File: config.mk
export PLATFORM = sky130hd
export DESIGN_NAME = vibration_window_features
export DESIGN_NICKNAME = d
export VERILOG_FILES = /design/src/rtl/vwf_pkg.sv /design/src/rtl/vibration_window_features.sv /design/src/rtl/vwf_sqrt.sv /design/src/rtl/vwf_div.sv /design/src/rtl/vwf_ctrl.sv /design/src/rtl/vwf_dp.sv
export SDC_FILE = /design/constraint.sdc
export NUM_CORES = 2
export LEC_CHECK = 0
export BUFFER_PORTS_ARGS = -buffer_cell sky130_fd_sc_hd__buf_2
export CORE_ASPECT_RATIO = 2
export CORE_MARGIN = 2
export CORE_UTILIZATION = 60
export DETAILED_ROUTE_END_ITERATION = 16
export GPL_TIMING_DRIVEN = 0
export PLACE_DENSITY = 0.77
export SLEW_MARGIN = 40
export SYNTH_ARGS = -nofsm -noshare
export SYNTH_HDL_FRONTEND = slang
export SYNTH_SLANG_ARGS = --single-unit
File: constraint.sdc
create_clock -name aclk -period 33.6 [get_ports aclk]
set_input_delay 6.72 -clock aclk [delete_from_list [all_inputs] [get_ports aclk]]
set_output_delay 6.72 -clock aclk [all_outputs]
set_load 0.01 [all_outputs]
File: src/rtl/vwf_pkg.sv
// Shared types and constants for the vibration window feature block.
`default_nettype none
package vwf_pkg;

    typedef enum logic [3:0] {
        ST_IDLE,
        ST_MAG,
        ST_ACC,
        ST_CHECK,
        ST_RMS_DIV,
        ST_RMS_SQRT,
        ST_CREST,
        ST_RATE_MUL,
        ST_RATE,
        ST_RATIO,
        ST_OUT
    } vwf_state_t;

    // Divider operand selection
    typedef enum logic [1:0] {
        DIV_RMS,
        DIV_CREST,
        DIV_RATE,
        DIV_RATIO
    } vwf_div_sel_t;

    localparam logic [1:0] STATUS_OK    = 2'd0;
    localparam logic [1:0] STATUS_SHORT = 2'd1;
    localparam logic [1:0] STATUS_QUIET = 2'd2;
    localparam logic [1:0] STATUS_LONG  = 2'd3;

    localparam int ACC_W   = 48;
    localparam int DIV_W   = 64;
    localparam int SQRT_W  = 48;

    typedef struct packed {
        logic         sqrt_start_mag;
        logic         sqrt_start_rms;
        logic         div_start;
        vwf_div_sel_t div_sel;
        logic         accumulate;
        logic         check;
        logic         rate_mul;
        logic         capture_rms;
        logic         capture_crest;
        logic         capture_rate;
        logic         capture_ratio;
        logic         clear;
    } vwf_cmd_t;

    typedef struct packed {
        logic sqrt_done;
        logic div_done;
        logic window_end;
        logic status_ok;
    } vwf_stat_t;

endpackage
`default_nettype wire

File: src/rtl/vibration_window_features.sv
// Top level of the vibration window feature block.
//   channel  | valid    | ready    | payload
//   input    | s_valid  | s_ready  | s_accel_x/y/z, s_window_end
//   result   | m_valid  | m_ready  | m_features_valid .. m_slope_changes
//   config   | cfg_we   | -        | cfg_wdata
// After each transfer the next sample waits for the 24-step root of its magnitude.
// On a window end the result is offered once one more root and four 64-step
// divisions are done; an invalid window skips them and offers it after the check.
// Reset is synchronous and clears all window state; rate returns to 1000.
// The result holds until taken; no sample is accepted meanwhile.
`default_nettype none
module vibration_window_features
    import vwf_pkg::*;
#(
    parameter int MAX_WINDOW = 4096,
    parameter int MIN_WINDOW = 8
) (
    input  wire logic               aclk,
    input  wire logic               aresetn,
    input  wire logic               cfg_we,
    input  wire logic [15:0]        cfg_wdata,
    input  wire logic               s_valid,
    output logic                    s_ready,
    input  wire logic signed [15:0] s_accel_x,
    input  wire logic signed [15:0] s_accel_y,
    input  wire logic signed [15:0] s_accel_z,
    input  wire logic               s_window_end,
    output logic                    m_valid,
    input  wire logic               m_ready,
    output logic                    m_features_valid,
    output logic [1:0]              m_status,
    output logic [15:0]             m_crest_factor,
    output logic [19:0]             m_slope_change_rate,
    output logic [15:0]             m_diff_energy_ratio,
    output logic [15:0]             m_peak_magnitude,
    output logic [15:0]             m_rms_magnitude,
    output logic [11:0]             m_slope_changes
);
    vwf_cmd_t  cmd;
    vwf_stat_t stat;

    vwf_ctrl u_ctrl (
        .aclk(aclk), .aresetn(aresetn), .s_valid(s_valid), .s_ready(s_ready),
        .m_valid(m_valid), .m_ready(m_ready), .stat(stat), .cmd(cmd)
    );

    vwf_dp #(.MAX_WINDOW(MAX_WINDOW), .MIN_WINDOW(MIN_WINDOW)) u_dp (
        .aclk(aclk), .aresetn(aresetn), .cfg_we(cfg_we), .cfg_wdata(cfg_wdata),
        .s_accel_x(s_accel_x), .s_accel_y(s_accel_y), .s_accel_z(s_accel_z),
        .s_window_end(s_window_end), .cmd(cmd), .stat(stat),
        .m_features_valid(m_features_valid), .m_status(m_status),
        .m_crest_factor(m_crest_factor), .m_slope_change_rate(m_slope_change_rate),
        .m_diff_energy_ratio(m_diff_energy_ratio), .m_peak_magnitude(m_peak_magnitude),
        .m_rms_magnitude(m_rms_magnitude), .m_slope_changes(m_slope_changes)
    );
endmodule
`default_nettype wire

File: src/rtl/vwf_sqrt.sv
// Iterative integer square root, two result bits per cycle pair, one bit per cycle.
`default_nettype none
module vwf_sqrt
    import vwf_pkg::*;
(
    input  wire logic                aclk,
    input  wire logic                aresetn,
    input  wire logic                start,
    input  wire logic [SQRT_W-1:0]   radicand,
    output logic                     done,
    output logic [SQRT_W/2-1:0]      root
);
    localparam int STEPS = SQRT_W / 2;
    localparam int CNT_W = $clog2(STEPS + 1);

    logic [SQRT_W-1:0]   rem_reg, rem_next;
    logic [SQRT_W-1:0]   src_reg, src_next;
    logic [STEPS-1:0]    res_reg, res_next;
    logic [CNT_W-1:0]    cnt_reg, cnt_next;
    logic                busy_reg, busy_next;
    logic [SQRT_W-1:0]   trial;
    logic [SQRT_W-1:0]   shifted;

    // Restoring root: bring down two bits, try 4r+1
    always_comb begin
        shifted   = {rem_reg[SQRT_W-3:0], src_reg[SQRT_W-1:SQRT_W-2]};
        trial     = {{(SQRT_W-STEPS-2){1'b0}}, res_reg, 2'b01};
        rem_next  = rem_reg;
        src_next  = src_reg;
        res_next  = res_reg;
        cnt_next  = cnt_reg;
        busy_next = busy_reg;
        if (start) begin
            rem_next  = '0;
            src_next  = radicand;
            res_next  = '0;
            cnt_next  = CNT_W'(STEPS);
            busy_next = 1'b1;
        end else if (busy_reg) begin
            src_next = {src_reg[SQRT_W-3:0], 2'b00};
            if (shifted >= trial) begin
                rem_next = shifted - trial;
                res_next = {res_reg[STEPS-2:0], 1'b1};
            end else begin
                rem_next = shifted;
                res_next = {res_reg[STEPS-2:0], 1'b0};
            end
            cnt_next = cnt_reg - 1'b1;
            if (cnt_reg == CNT_W'(1)) begin
                busy_next = 1'b0;
            end
        end
    end

    always_ff @(posedge aclk) begin
        if (!aresetn) begin
            busy_reg <= 1'b0;
            cnt_reg  <= '0;
        end else begin
            busy_reg <= busy_next;
            cnt_reg  <= cnt_next;
        end
        rem_reg <= rem_next;
        src_reg <= src_next;
        res_reg <= res_next;
    end

    assign done = busy_reg && (cnt_reg == CNT_W'(1));
    assign root = res_next;
endmodule
`default_nettype wire

File: src/rtl/vwf_div.sv
// Iterative restoring divider, one quotient bit per cycle.
`default_nettype none
module vwf_div
    import vwf_pkg::*;
(
    input  wire logic              aclk,
    input  wire logic              aresetn,
    input  wire logic              start,
    input  wire logic [DIV_W-1:0]  dividend,
    input  wire logic [DIV_W-1:0]  divisor,
    output logic                   done,
    output logic [DIV_W-1:0]       quotient
);
    localparam int CNT_W = $clog2(DIV_W + 1);

    logic [DIV_W-1:0] rem_reg, rem_next;
    logic [DIV_W-1:0] quo_reg, quo_next;
    logic [DIV_W-1:0] dvs_reg, dvs_next;
    logic [CNT_W-1:0] cnt_reg, cnt_next;
    logic             busy_reg, busy_next;
    logic [DIV_W:0]   shifted;

    always_comb begin
        shifted   = {rem_reg, quo_reg[DIV_W-1]};
        rem_next  = rem_reg;
        quo_next  = quo_reg;
        dvs_next  = dvs_reg;
        cnt_next  = cnt_reg;
        busy_next = busy_reg;
        if (start) begin
            rem_next  = '0;
            quo_next  = dividend;
            dvs_next  = divisor;
            cnt_next  = CNT_W'(DIV_W);
            busy_next = 1'b1;
        end else if (busy_reg) begin
            if (shifted >= {1'b0, dvs_reg}) begin
                rem_next = DIV_W'(shifted - {1'b0, dvs_reg});
                quo_next = {quo_reg[DIV_W-2:0], 1'b1};
            end else begin
                rem_next = shifted[DIV_W-1:0];
                quo_next = {quo_reg[DIV_W-2:0], 1'b0};
            end
            cnt_next = cnt_reg - 1'b1;
            if (cnt_reg == CNT_W'(1)) begin
                busy_next = 1'b0;
            end
        end
    end

    always_ff @(posedge aclk) begin
        if (!aresetn) begin
            busy_reg <= 1'b0;
            cnt_reg  <= '0;
        end else begin
            busy_reg <= busy_next;
            cnt_reg  <= cnt_next;
        end
        rem_reg <= rem_next;
        quo_reg <= quo_next;
        dvs_reg <= dvs_next;
    end

    assign done     = busy_reg && (cnt_reg == CNT_W'(1));
    assign quotient = quo_next;
endmodule
`default_nettype wire

File: src/rtl/vwf_ctrl.sv
// Controller state machine sequencing the feature datapath.
`default_nettype none
module vwf_ctrl
    import vwf_pkg::*;
(
    input  wire logic      aclk,
    input  wire logic      aresetn,
    input  wire logic      s_valid,
    output logic           s_ready,
    output logic           m_valid,
    input  wire logic      m_ready,
    input  wire vwf_stat_t stat,
    output vwf_cmd_t       cmd
);
    vwf_state_t state_reg, state_next;

    always_comb begin
        state_next = state_reg;
        unique case (state_reg)
            ST_IDLE:      if (s_valid) state_next = ST_MAG;
            ST_MAG:       if (stat.sqrt_done) state_next = ST_ACC;
            ST_ACC:       state_next = stat.window_end ? ST_CHECK : ST_IDLE;
            ST_CHECK:     state_next = ST_RMS_DIV;
            ST_RMS_DIV:   if (!stat.status_ok) state_next = ST_OUT;
                          else if (stat.div_done) state_next = ST_RMS_SQRT;
            ST_RMS_SQRT:  if (stat.sqrt_done) state_next = ST_CREST;
            ST_CREST:     if (stat.div_done) state_next = ST_RATE_MUL;
            ST_RATE_MUL:  state_next = ST_RATE;
            ST_RATE:      if (stat.div_done) state_next = ST_RATIO;
            ST_RATIO:     if (stat.div_done) state_next = ST_OUT;
            ST_OUT:       if (m_ready) state_next = ST_IDLE;
            default:      state_next = ST_IDLE;
        endcase
    end

    logic first_cycle;
    vwf_state_t prev_reg;
    always_ff @(posedge aclk) begin
        if (!aresetn) begin
            state_reg <= ST_IDLE;
            prev_reg  <= ST_IDLE;
        end else begin
            state_reg <= state_next;
            prev_reg  <= state_reg;
        end
    end
    // Launch units on the first cycle of a state
    assign first_cycle = (prev_reg != state_reg);

    always_comb begin
        cmd     = '0;
        s_ready = 1'b0;
        m_valid = 1'b0;
        unique case (state_reg)
            ST_IDLE:     begin
                s_ready = 1'b1;
                cmd.sqrt_start_mag = s_valid;
            end
            ST_ACC:      cmd.accumulate = 1'b1;
            ST_CHECK:    cmd.check = 1'b1;
            ST_RMS_DIV:  begin
                cmd.div_sel   = DIV_RMS;
                cmd.div_start = first_cycle && stat.status_ok;
                cmd.sqrt_start_rms = stat.div_done;
            end
            ST_RMS_SQRT: begin
                cmd.div_sel = DIV_CREST;
                cmd.capture_rms = stat.sqrt_done;
                cmd.div_start   = stat.sqrt_done;
            end
            ST_CREST:    begin
                cmd.div_sel = DIV_CREST;
                cmd.capture_crest = stat.div_done;
            end
            ST_RATE_MUL: begin
                cmd.div_sel   = DIV_RATE;
                cmd.rate_mul  = 1'b1;
            end
            ST_RATE:     begin
                cmd.div_sel = DIV_RATE;
                cmd.div_start    = first_cycle;
                cmd.capture_rate = stat.div_done;
            end
            ST_RATIO:    begin
                cmd.div_sel = DIV_RATIO;
                cmd.div_start     = first_cycle;
                cmd.capture_ratio = stat.div_done;
            end
            ST_OUT:      begin
                m_valid   = 1'b1;
                cmd.clear = m_ready;
            end
            default:     ;
        endcase
    end
endmodule
`default_nettype wire

File: src/rtl/vwf_dp.sv
// Datapath: window accumulators, shared root and divider, result registers.
`default_nettype none
module vwf_dp
    import vwf_pkg::*;
#(
    parameter int MAX_WINDOW = 4096,
    parameter int MIN_WINDOW = 8
) (
    input  wire logic               aclk,
    input  wire logic               aresetn,
    input  wire logic               cfg_we,
    input  wire logic [15:0]        cfg_wdata,
    input  wire logic signed [15:0] s_accel_x,
    input  wire logic signed [15:0] s_accel_y,
    input  wire logic signed [15:0] s_accel_z,
    input  wire logic               s_window_end,
    input  wire vwf_cmd_t           cmd,
    output vwf_stat_t               stat,
    output logic                    m_features_valid,
    output logic [1:0]              m_status,
    output logic [15:0]             m_crest_factor,
    output logic [19:0]             m_slope_change_rate,
    output logic [15:0]             m_diff_energy_ratio,
    output logic [15:0]             m_peak_magnitude,
    output logic [15:0]             m_rms_magnitude,
    output logic [11:0]             m_slope_changes
);
    localparam int CNT_W = $clog2(MAX_WINDOW + 1);

    logic [15:0]      rate_reg;
    logic [CNT_W-1:0] count_reg;
    logic [ACC_W-1:0] energy_reg, diff_reg;
    logic [15:0]      peak_reg, prev_reg;
    logic             prev_neg_reg, known_reg, ovf_reg, end_reg;
    logic [11:0]      changes_reg;
    logic [1:0]       status_reg;
    logic [15:0]      mag_reg, rms_reg, crest_reg, ratio_reg;
    logic [19:0]      srate_reg;
    logic [47:0]      rate_prod_reg;

    logic signed [31:0] px, py, pz;
    assign px = s_accel_x * s_accel_x;
    assign py = s_accel_y * s_accel_y;
    assign pz = s_accel_z * s_accel_z;

    // Shared root
    logic               sq_done;
    logic [SQRT_W/2-1:0] sq_root;
    logic [SQRT_W-1:0]  sq_in;
    logic [DIV_W-1:0]   dv_q;
    assign sq_in = SQRT_W'(dv_q);

    vwf_sqrt u_sqrt (
        .aclk(aclk), .aresetn(aresetn),
        .start(cmd.sqrt_start_mag || cmd.sqrt_start_rms),
        .radicand(cmd.sqrt_start_mag ? SQRT_W'({px[31:0]} + 34'(unsigned'(py)) + 34'(unsigned'(pz)))
                                     : sq_in),
        .done(sq_done), .root(sq_root)
    );

    // Shared divider
    logic [DIV_W-1:0] dv_a, dv_b;
    logic             dv_done;
    always_comb begin
        case (cmd.div_sel)
            DIV_RMS:   begin
                dv_a = DIV_W'(energy_reg);
                dv_b = DIV_W'(count_reg);
            end
            DIV_CREST: begin
                dv_a = DIV_W'({peak_reg, 8'd0});
                dv_b = DIV_W'(sq_root);
            end
            DIV_RATE:  begin
                dv_a = DIV_W'(rate_prod_reg);
                dv_b = DIV_W'(count_reg - 1'b1);
            end
            default:   begin
                dv_a = DIV_W'({diff_reg, 14'd0});
                dv_b = DIV_W'(energy_reg);
            end
        endcase
    end

    vwf_div u_div (
        .aclk(aclk), .aresetn(aresetn), .start(cmd.div_start),
        .dividend(dv_a), .divisor(dv_b), .done(dv_done), .quotient(dv_q)
    );

    logic [16:0] diff;
    logic        neg;
    logic [15:0] ad;
    assign diff = {1'b0, mag_reg} - {1'b0, prev_reg};
    assign neg  = diff[16];
    assign ad   = neg ? 16'(-diff) : diff[15:0];

    logic [31:0] mag_sq, ad_sq, rate_prod;
    assign mag_sq    = mag_reg * mag_reg;
    assign ad_sq     = ad * ad;
    assign rate_prod = {changes_reg, 4'd0} * rate_reg;

    always_ff @(posedge aclk) begin
        if (!aresetn) begin
            rate_reg     <= 16'd1000;
            count_reg    <= '0;
            energy_reg   <= '0;
            diff_reg     <= '0;
            peak_reg     <= '0;
            prev_reg     <= '0;
            prev_neg_reg <= 1'b0;
            known_reg    <= 1'b0;
            changes_reg  <= '0;
            ovf_reg      <= 1'b0;
            status_reg   <= STATUS_OK;
        end else begin
            if (cfg_we) begin
                rate_reg <= cfg_wdata;
            end
            if (cmd.accumulate) begin
                if (count_reg >= CNT_W'(MAX_WINDOW)) begin
                    ovf_reg <= 1'b1;
                end else begin
                    energy_reg <= energy_reg + ACC_W'(mag_sq);
                    if (mag_reg > peak_reg) peak_reg <= mag_reg;
                    if (count_reg != '0) begin
                        diff_reg <= diff_reg + ACC_W'(ad_sq);
                        if (known_reg && neg != prev_neg_reg && changes_reg != 12'hFFF)
                            changes_reg <= changes_reg + 1'b1;
                        prev_neg_reg <= neg;
                        known_reg    <= 1'b1;
                    end
                    prev_reg  <= mag_reg;
                    count_reg <= count_reg + 1'b1;
                end
            end
            if (cmd.check) begin
                if (ovf_reg) status_reg <= STATUS_LONG;
                else if (count_reg < CNT_W'(MIN_WINDOW)) status_reg <= STATUS_SHORT;
                else if ((energy_reg * 3'd6) < ACC_W'(count_reg)) status_reg <= STATUS_QUIET;
                else status_reg <= STATUS_OK;
            end
            if (cmd.clear) begin
                count_reg    <= '0;
                energy_reg   <= '0;
                diff_reg     <= '0;
                peak_reg     <= '0;
                prev_reg     <= '0;
                prev_neg_reg <= 1'b0;
                known_reg    <= 1'b0;
                changes_reg  <= '0;
                ovf_reg      <= 1'b0;
            end
        end
        if (cmd.sqrt_start_mag) begin
            end_reg <= s_window_end;
        end
        if (sq_done && !cmd.capture_rms) mag_reg <= sq_root[15:0];
        if (cmd.capture_rms) rms_reg <= sq_root[15:0];
        if (cmd.capture_crest)
            crest_reg <= (rms_reg == '0) ? 16'hFFFF
                       : (dv_q > DIV_W'(16'hFFFF)) ? 16'hFFFF : dv_q[15:0];
        if (cmd.rate_mul) rate_prod_reg <= 48'(rate_prod);
        if (cmd.capture_rate)
            srate_reg <= (dv_q > DIV_W'(20'hFFFFF)) ? 20'hFFFFF : dv_q[19:0];
        if (cmd.capture_ratio)
            ratio_reg <= (energy_reg == '0) ? 16'd0
                       : (dv_q > DIV_W'(16'hFFFF)) ? 16'hFFFF : dv_q[15:0];
    end

    // Root of zero crest case: divider result ignored when rms is zero
    assign stat.sqrt_done  = sq_done;
    assign stat.div_done   = dv_done;
    assign stat.window_end = end_reg;
    assign stat.status_ok  = (status_reg == STATUS_OK);

    logic ok;
    assign ok = (status_reg == STATUS_OK);
    assign m_features_valid    = ok;
    assign m_status            = status_reg;
    assign m_crest_factor      = ok ? crest_reg : '0;
    assign m_slope_change_rate = ok ? srate_reg : '0;
    assign m_diff_energy_ratio = ok ? ratio_reg : '0;
    assign m_peak_magnitude    = ok ? peak_reg : '0;
    assign m_rms_magnitude     = ok ? rms_reg : '0;
    assign m_slope_changes     = ok ? changes_reg : '0;
endmodule
`default_nettype wire

Word-level counts from Yosys, hierarchy flattened --
Index checks and enable logic that the tools add are counted. Widths: inputs -> output; s select.
Operators by class: mux-type cells 59, equal/unequal tests 25, bitwise logic cells 2, add/sub/neg operators 13, reduce and logical (&&, ||, !) cells 28, $lt $le $gt $ge 8, $mul 7
Operator list (number):
- $mux 64 | 3
- $pmux 64 s3 | 1
- $pmux 62 s3 | 1
- $mul 16x16->32 | 5
- $add 48x32->48 | 3
- $mux 48 | 3
- $mux 16 | 6
- $ge 65x64->1 | 1
- $gt 64x16->1 const B | 1
- $gt 64x20->1 const B | 1
- $sub 64x64->64 | 1
- $ge 48x26->1 | 1
- $logic_not 48->1 | 1
- $lt 48x13->1 | 1
- $mul 48x2->47 const B | 1
- $mux 24 | 2
- $mux 46 | 1
- $sub 46x26->46 | 1
- $pmux 4 s11 | 1
- $mux 4 | 9
- $add 32x32->33 | 1
- $mul 12x16->28 | 1
- $mux 1 | 20
- $mux 20 | 1
- other kinds (44) | 75
Storage, ports and cells: word-level logic and storage cells 174, flip-flop bits (word level) 619, output and inout bits 101

Logic depth before layout (Yosys ltp) --
depth in word-level cells 8, depth in mapped cells 47

Modules after synthesis --
From an unflattened synthesis, not the netlist that was laid out.
Second synthesis, totals: cells, all modules 9764, area, all modules 87496.4 sq um
By module, submodules not included:
- vwf_dp | seq. area each 6876.6 sq um, cells an instance 7601, area each 68164.1 sq um, times used 1
- vwf_div | seq. area each 4644.5 sq um, cells an instance 1340, area each 11673.7 sq um, times used 1
- vwf_sqrt | seq. area each 2962.8 sq um, cells an instance 738, area each 7030.5 sq um, times used 1
- vwf_ctrl | seq. area each 160.2 sq um, cells an instance 85, area each 628.1 sq um, times used 1

Least setup slack after synthesis --
No wires, ideal clock.
path kind input -> register, start input port s_accel_x[1], end register u_dp.u_sqrt.src_reg[32], data pin, buffers on the path 3, required time 33.326 ns, setup slack 17.821 ns, arrival time 15.504 ns, cell stages on the path 41, setup time 0.274 ns, path through clkbuf_1 -> clkbuf_1 -> and2_1 -> fa_1 -> inv_1 -> fa_1 -> fa_1 -> fa_1 -> inv_1 -> fa_1 -> inv_1 -> fa_1 -> inv_1 -> ha_1 -> and2_1 -> a22o_1 -> or3_1 -> a21oi_1 -> [... 5 more ...] -> nor2_1 -> a221oi_1 -> nand2_1 -> a21o_1 -> a21oi_1 -> xnor2_1 -> ha_1 -> clkbuf_1 -> nand2_1 -> nor4b_1 -> nor2_1 -> a2111oi_0 -> a211o_1 -> o211ai_1 -> o21ai_0 -> xnor2_1 -> nor2_1 -> a31oi_1
Between the ends: longest elaborated chain between the ends 5
RTL lines:
- from (decl) | RTL line vibration_window_features.sv:24 | input wire logic signed [15:0] s_accel_x,
- $mul 16x16->32 | RTL line vwf_dp.sv:42 | assign px = s_accel_x * s_accel_x;
- $add 32x32->33 | RTL line vwf_dp.sv:56 | .radicand(cmd.sqrt_start_mag ? SQRT_W'({px[31:0]} + 34'(unsigned'(py)) + 34'(unsigned'(pz)))
- $add 48x32->48 | RTL line vwf_dp.sv:56
- $mux 48 | RTL line vwf_dp.sv:56
- $mux 48 | RTL line vwf_sqrt.sv:33 | if (start) begin
- named net u_dp.u_sqrt.src_next[32] | RTL line vwf_sqrt.sv:17 | logic [SQRT_W-1:0] src_reg, src_next;
- to (signal assigned) | RTL line vwf_sqrt.sv:64 | src_reg <= src_next;
- to (decl) | RTL line vwf_sqrt.sv:17
The timed path passes the listed nets, and every way through them passes these cells. A chain may end at the register's enable or synchronous reset.

Worst setup path in the final report --
Ends and elaborated chain as after synthesis.

==> results.json <==
{
  "status": "completed",
  "cts-hold-fix-buffers": 0,
  "final_common_cell": "inv_1",
  "dieWidth_um": 273,
  "cp_common_cell": "fa_1",
  "synth_warnings": 0,
  "tns_ns": 0,
  "syn_area_mm2": 0.0868,
  "r2r_slack_ns": 21.57,
  "worstPathMaxFanout": 10,
  "grt_setup_unrepaired": "no",
  "grt_max_degree": 47,
  "die_h_um": 542,
  "post-route-period-util_pct": 54.3,
  "max_stage_delay_ns": 0.82,
  "h-tree-depth": 2,
  "setup_violations": 0,
  "area_growth_pct": 6.86,
  "port_buffers": 164,
  "antenna_found_initial": 23,
  "numCtsBuffers": 61,
  "row_count": 197,
  "ys_types": 96,
  "cts-root-buf": "clkbuf_16",
  "fin_util_pct": 64.5,
  "grt_overflow_total": 0,
  "fmaxAchievable_ghz": 0.0548,
  "dieArea_mm2": 0.148,
  "slew_headroom_pct": 36.6,
  "grt_pass1_vias": 80100,
  "reg2reg_depth": 36,
  "dp_hpwl_um": 259000,
  "clk_latency_ns": 0.76,
  "critPathCaptureType": "flip-flop",
  "start_util_pct": 60.4,
  "hp-class": "flip-flop to flip-flop",
  "synth-edff-count": 210,
  "layout_common_cells": "inv_1 (1947), fa_1 (1240), nand2_1 (974)",
  "r2r-end": "u_dp.diff_reg[39]$_SDFFE_PP0P_",
  "cts_tree": "done",
  "tightest_slew_ns": 0.944,
  "core_area_mm2": 0.144,
  "cp.required_ns": 34.04,
  "ys_ff_latch": 604,
  "cts_buffer_depth": 3,
  "drt-pass1-iter-count": 6,
  "cpMaxStageDelayCell": "a2111oi_0",
  "track_usage_pct": 42.3,
  "slew_viol_final": 0,
  "yosysSeqAreaShare_pct": 16.4,
  "finalWeightedCongestion": 1.07,
  "ctsResizeCount": 0,
  "synthCells": 9931,
  "fin_nets": 12300,
  "cp-endpoint": "u_dp.u_sqrt.src_reg[32]$_DFFE_PP_",
  "ant_nets": 0,
  "synthArstFlopShare_pct": 0,
  "period_needed_ns": 18.23,
  "r2r_start": "u_dp.mag_reg[1]$_DFFE_PP_",
  "worstPathArrival_ns": 18.68,
  "drtIter0Drc": 4954,
  "avgSynthCellArea_um2": 8.74,
  "grt_pass1_wl_um": 463000,
  "maxCapViolations": 0,
  "critPathLaunch": "s_accel_x[1]",
  "crit_path_start_kind": "input pin",
  "stdcell_count": 12100,
  "syn_nets": 12100,
  "hold_ws_ns": 0.462,
  "ios": 171,
  "critical_path_class": "input pin to flip-flop",
  "via_per_inst": 6.08,
  "cts_setup_buffers": 0,
  "placed_cells": 12000,
  "drc_errors": 0,
  "wl_per_cell_um": 25.4,
  "synth_flop_cell": "dfxtp_1",
  "clk_pin_slew_ns": 0.07,
  "finalHoldViolations": 0,
  "drive_gt1_share_pct": 4.97,
  "routed_wl_um": 309000,
  "clock_sinks": 604,
  "skew_ns": 0.0977,
  "vias": 73800
}
## cell families after synthesis
group | Yosys count | share of synthesized area [%]
and+or+nand+nor | 2607 | 14.0
xor gates and xnor gates | 465 | 4.70
DFF | 604 | 16.4
buffers and inverters | 2336 | 10.2
muxes | 176 | 2.07
AOI/OAI and AO/OA | 1684 | 12.3
adders and majority gates | 2059 | 40.4
## routing by layer
layer	vias up	wire length (µm)	track usage, %
met5	-	86	0
met4	14	44500	48.8
met3	1752	19400	8.35
met2	3260	156000	75.0
met1	36300	89000	36.8
li1	32500	-	-
## stage by stage
| step | cell area, µm² | setup slack (ns) |
|---|---|---|
| final | 92700 | 15.37 |
| after global routing | 92700 | 15.18 |
| after floorplan | 86800 | 17.82 |
| after CTS | 92500 | 15.77 |
| after global placement | 90000 | 15.25 |
| after detailed placement | 90400 | 15.07 |
## worst max-delay path, delay by kind of cell
kind                       cells  cell delay (ns)
AOI/OAI and AO/OA             13             3.40
and+or+nand+nor               10             1.77
xor gates and xnor gates       3             0.78
buffers and inverters          9             1.94
adders and majority gates      9             4.03
## layout make-up
class                   count  area, µm²
diodes                     16       40.0
plain buffers             378       1530
clock buffers              72       1630
clock inverters            44        483
fillers                 12200      51000
inverters                1958       7350
multi-input cells        6991      64000
flip-flops and latches    604      14200
well taps                1890       2360
repair buffers            190       1120
## worst min path at each step
stage                                    from                              to  cells past startpoint
2_1_floorplan  u_dp.diff_reg[10]$_SDFFE_PP0P_  u_dp.diff_reg[10]$_SDFFE_PP0P_                      2
3_3_place_gp   u_dp.diff_reg[10]$_SDFFE_PP0P_  u_dp.diff_reg[10]$_SDFFE_PP0P_                      2
3_5_place_dp   u_dp.prev_reg[12]$_SDFFE_PP0P_  u_dp.prev_reg[12]$_SDFFE_PP0P_                      2
4_1_cts        u_dp.prev_reg[12]$_SDFFE_PP0P_  u_dp.prev_reg[12]$_SDFFE_PP0P_                      2
5_1_grt         u_dp.prev_reg[7]$_SDFFE_PP0P_   u_dp.prev_reg[7]$_SDFFE_PP0P_                      2
6_report        u_dp.prev_reg[3]$_SDFFE_PP0P_   u_dp.prev_reg[3]$_SDFFE_PP0P_                      2
## cell usage after synthesis, drive strengths merged, types with 52 or more instances
| library cell | count | share of area (%) |
|---|---|---|
| a211oi | 89 | 0.77 |
| a21o | 190 | 1.6 |
| a21oi | 562 | 3.2 |
| and2 | 336 | 2.4 |
| and3 | 56 | 0.40 |
| buf | 74 | 0.42 |
| clkbuf | 304 | 1.3 |
| dfxtp | 394 | 9.1 |
| edfxtp | 210 | 7.3 |
| fa | 1240 | 29 |
| ha | 819 | 12 |
| inv | 1955 | 8.5 |
| mux2i | 151 | 1.7 |
| nand2 | 974 | 4.2 |
| nand2b | 52 | 0.37 |
| nand3 | 157 | 0.91 |
| nand4 | 54 | 0.41 |
| nor2 | 640 | 2.8 |
| nor2b | 62 | 0.45 |
| nor3 | 92 | 0.53 |
| o21ai | 360 | 2.1 |
| xnor2 | 304 | 3.1 |
| xor2 | 161 | 1.6 |
Power is not shown: default switching activity piles up to over one toggle a cycle in this logic, so the estimate is an artifact.
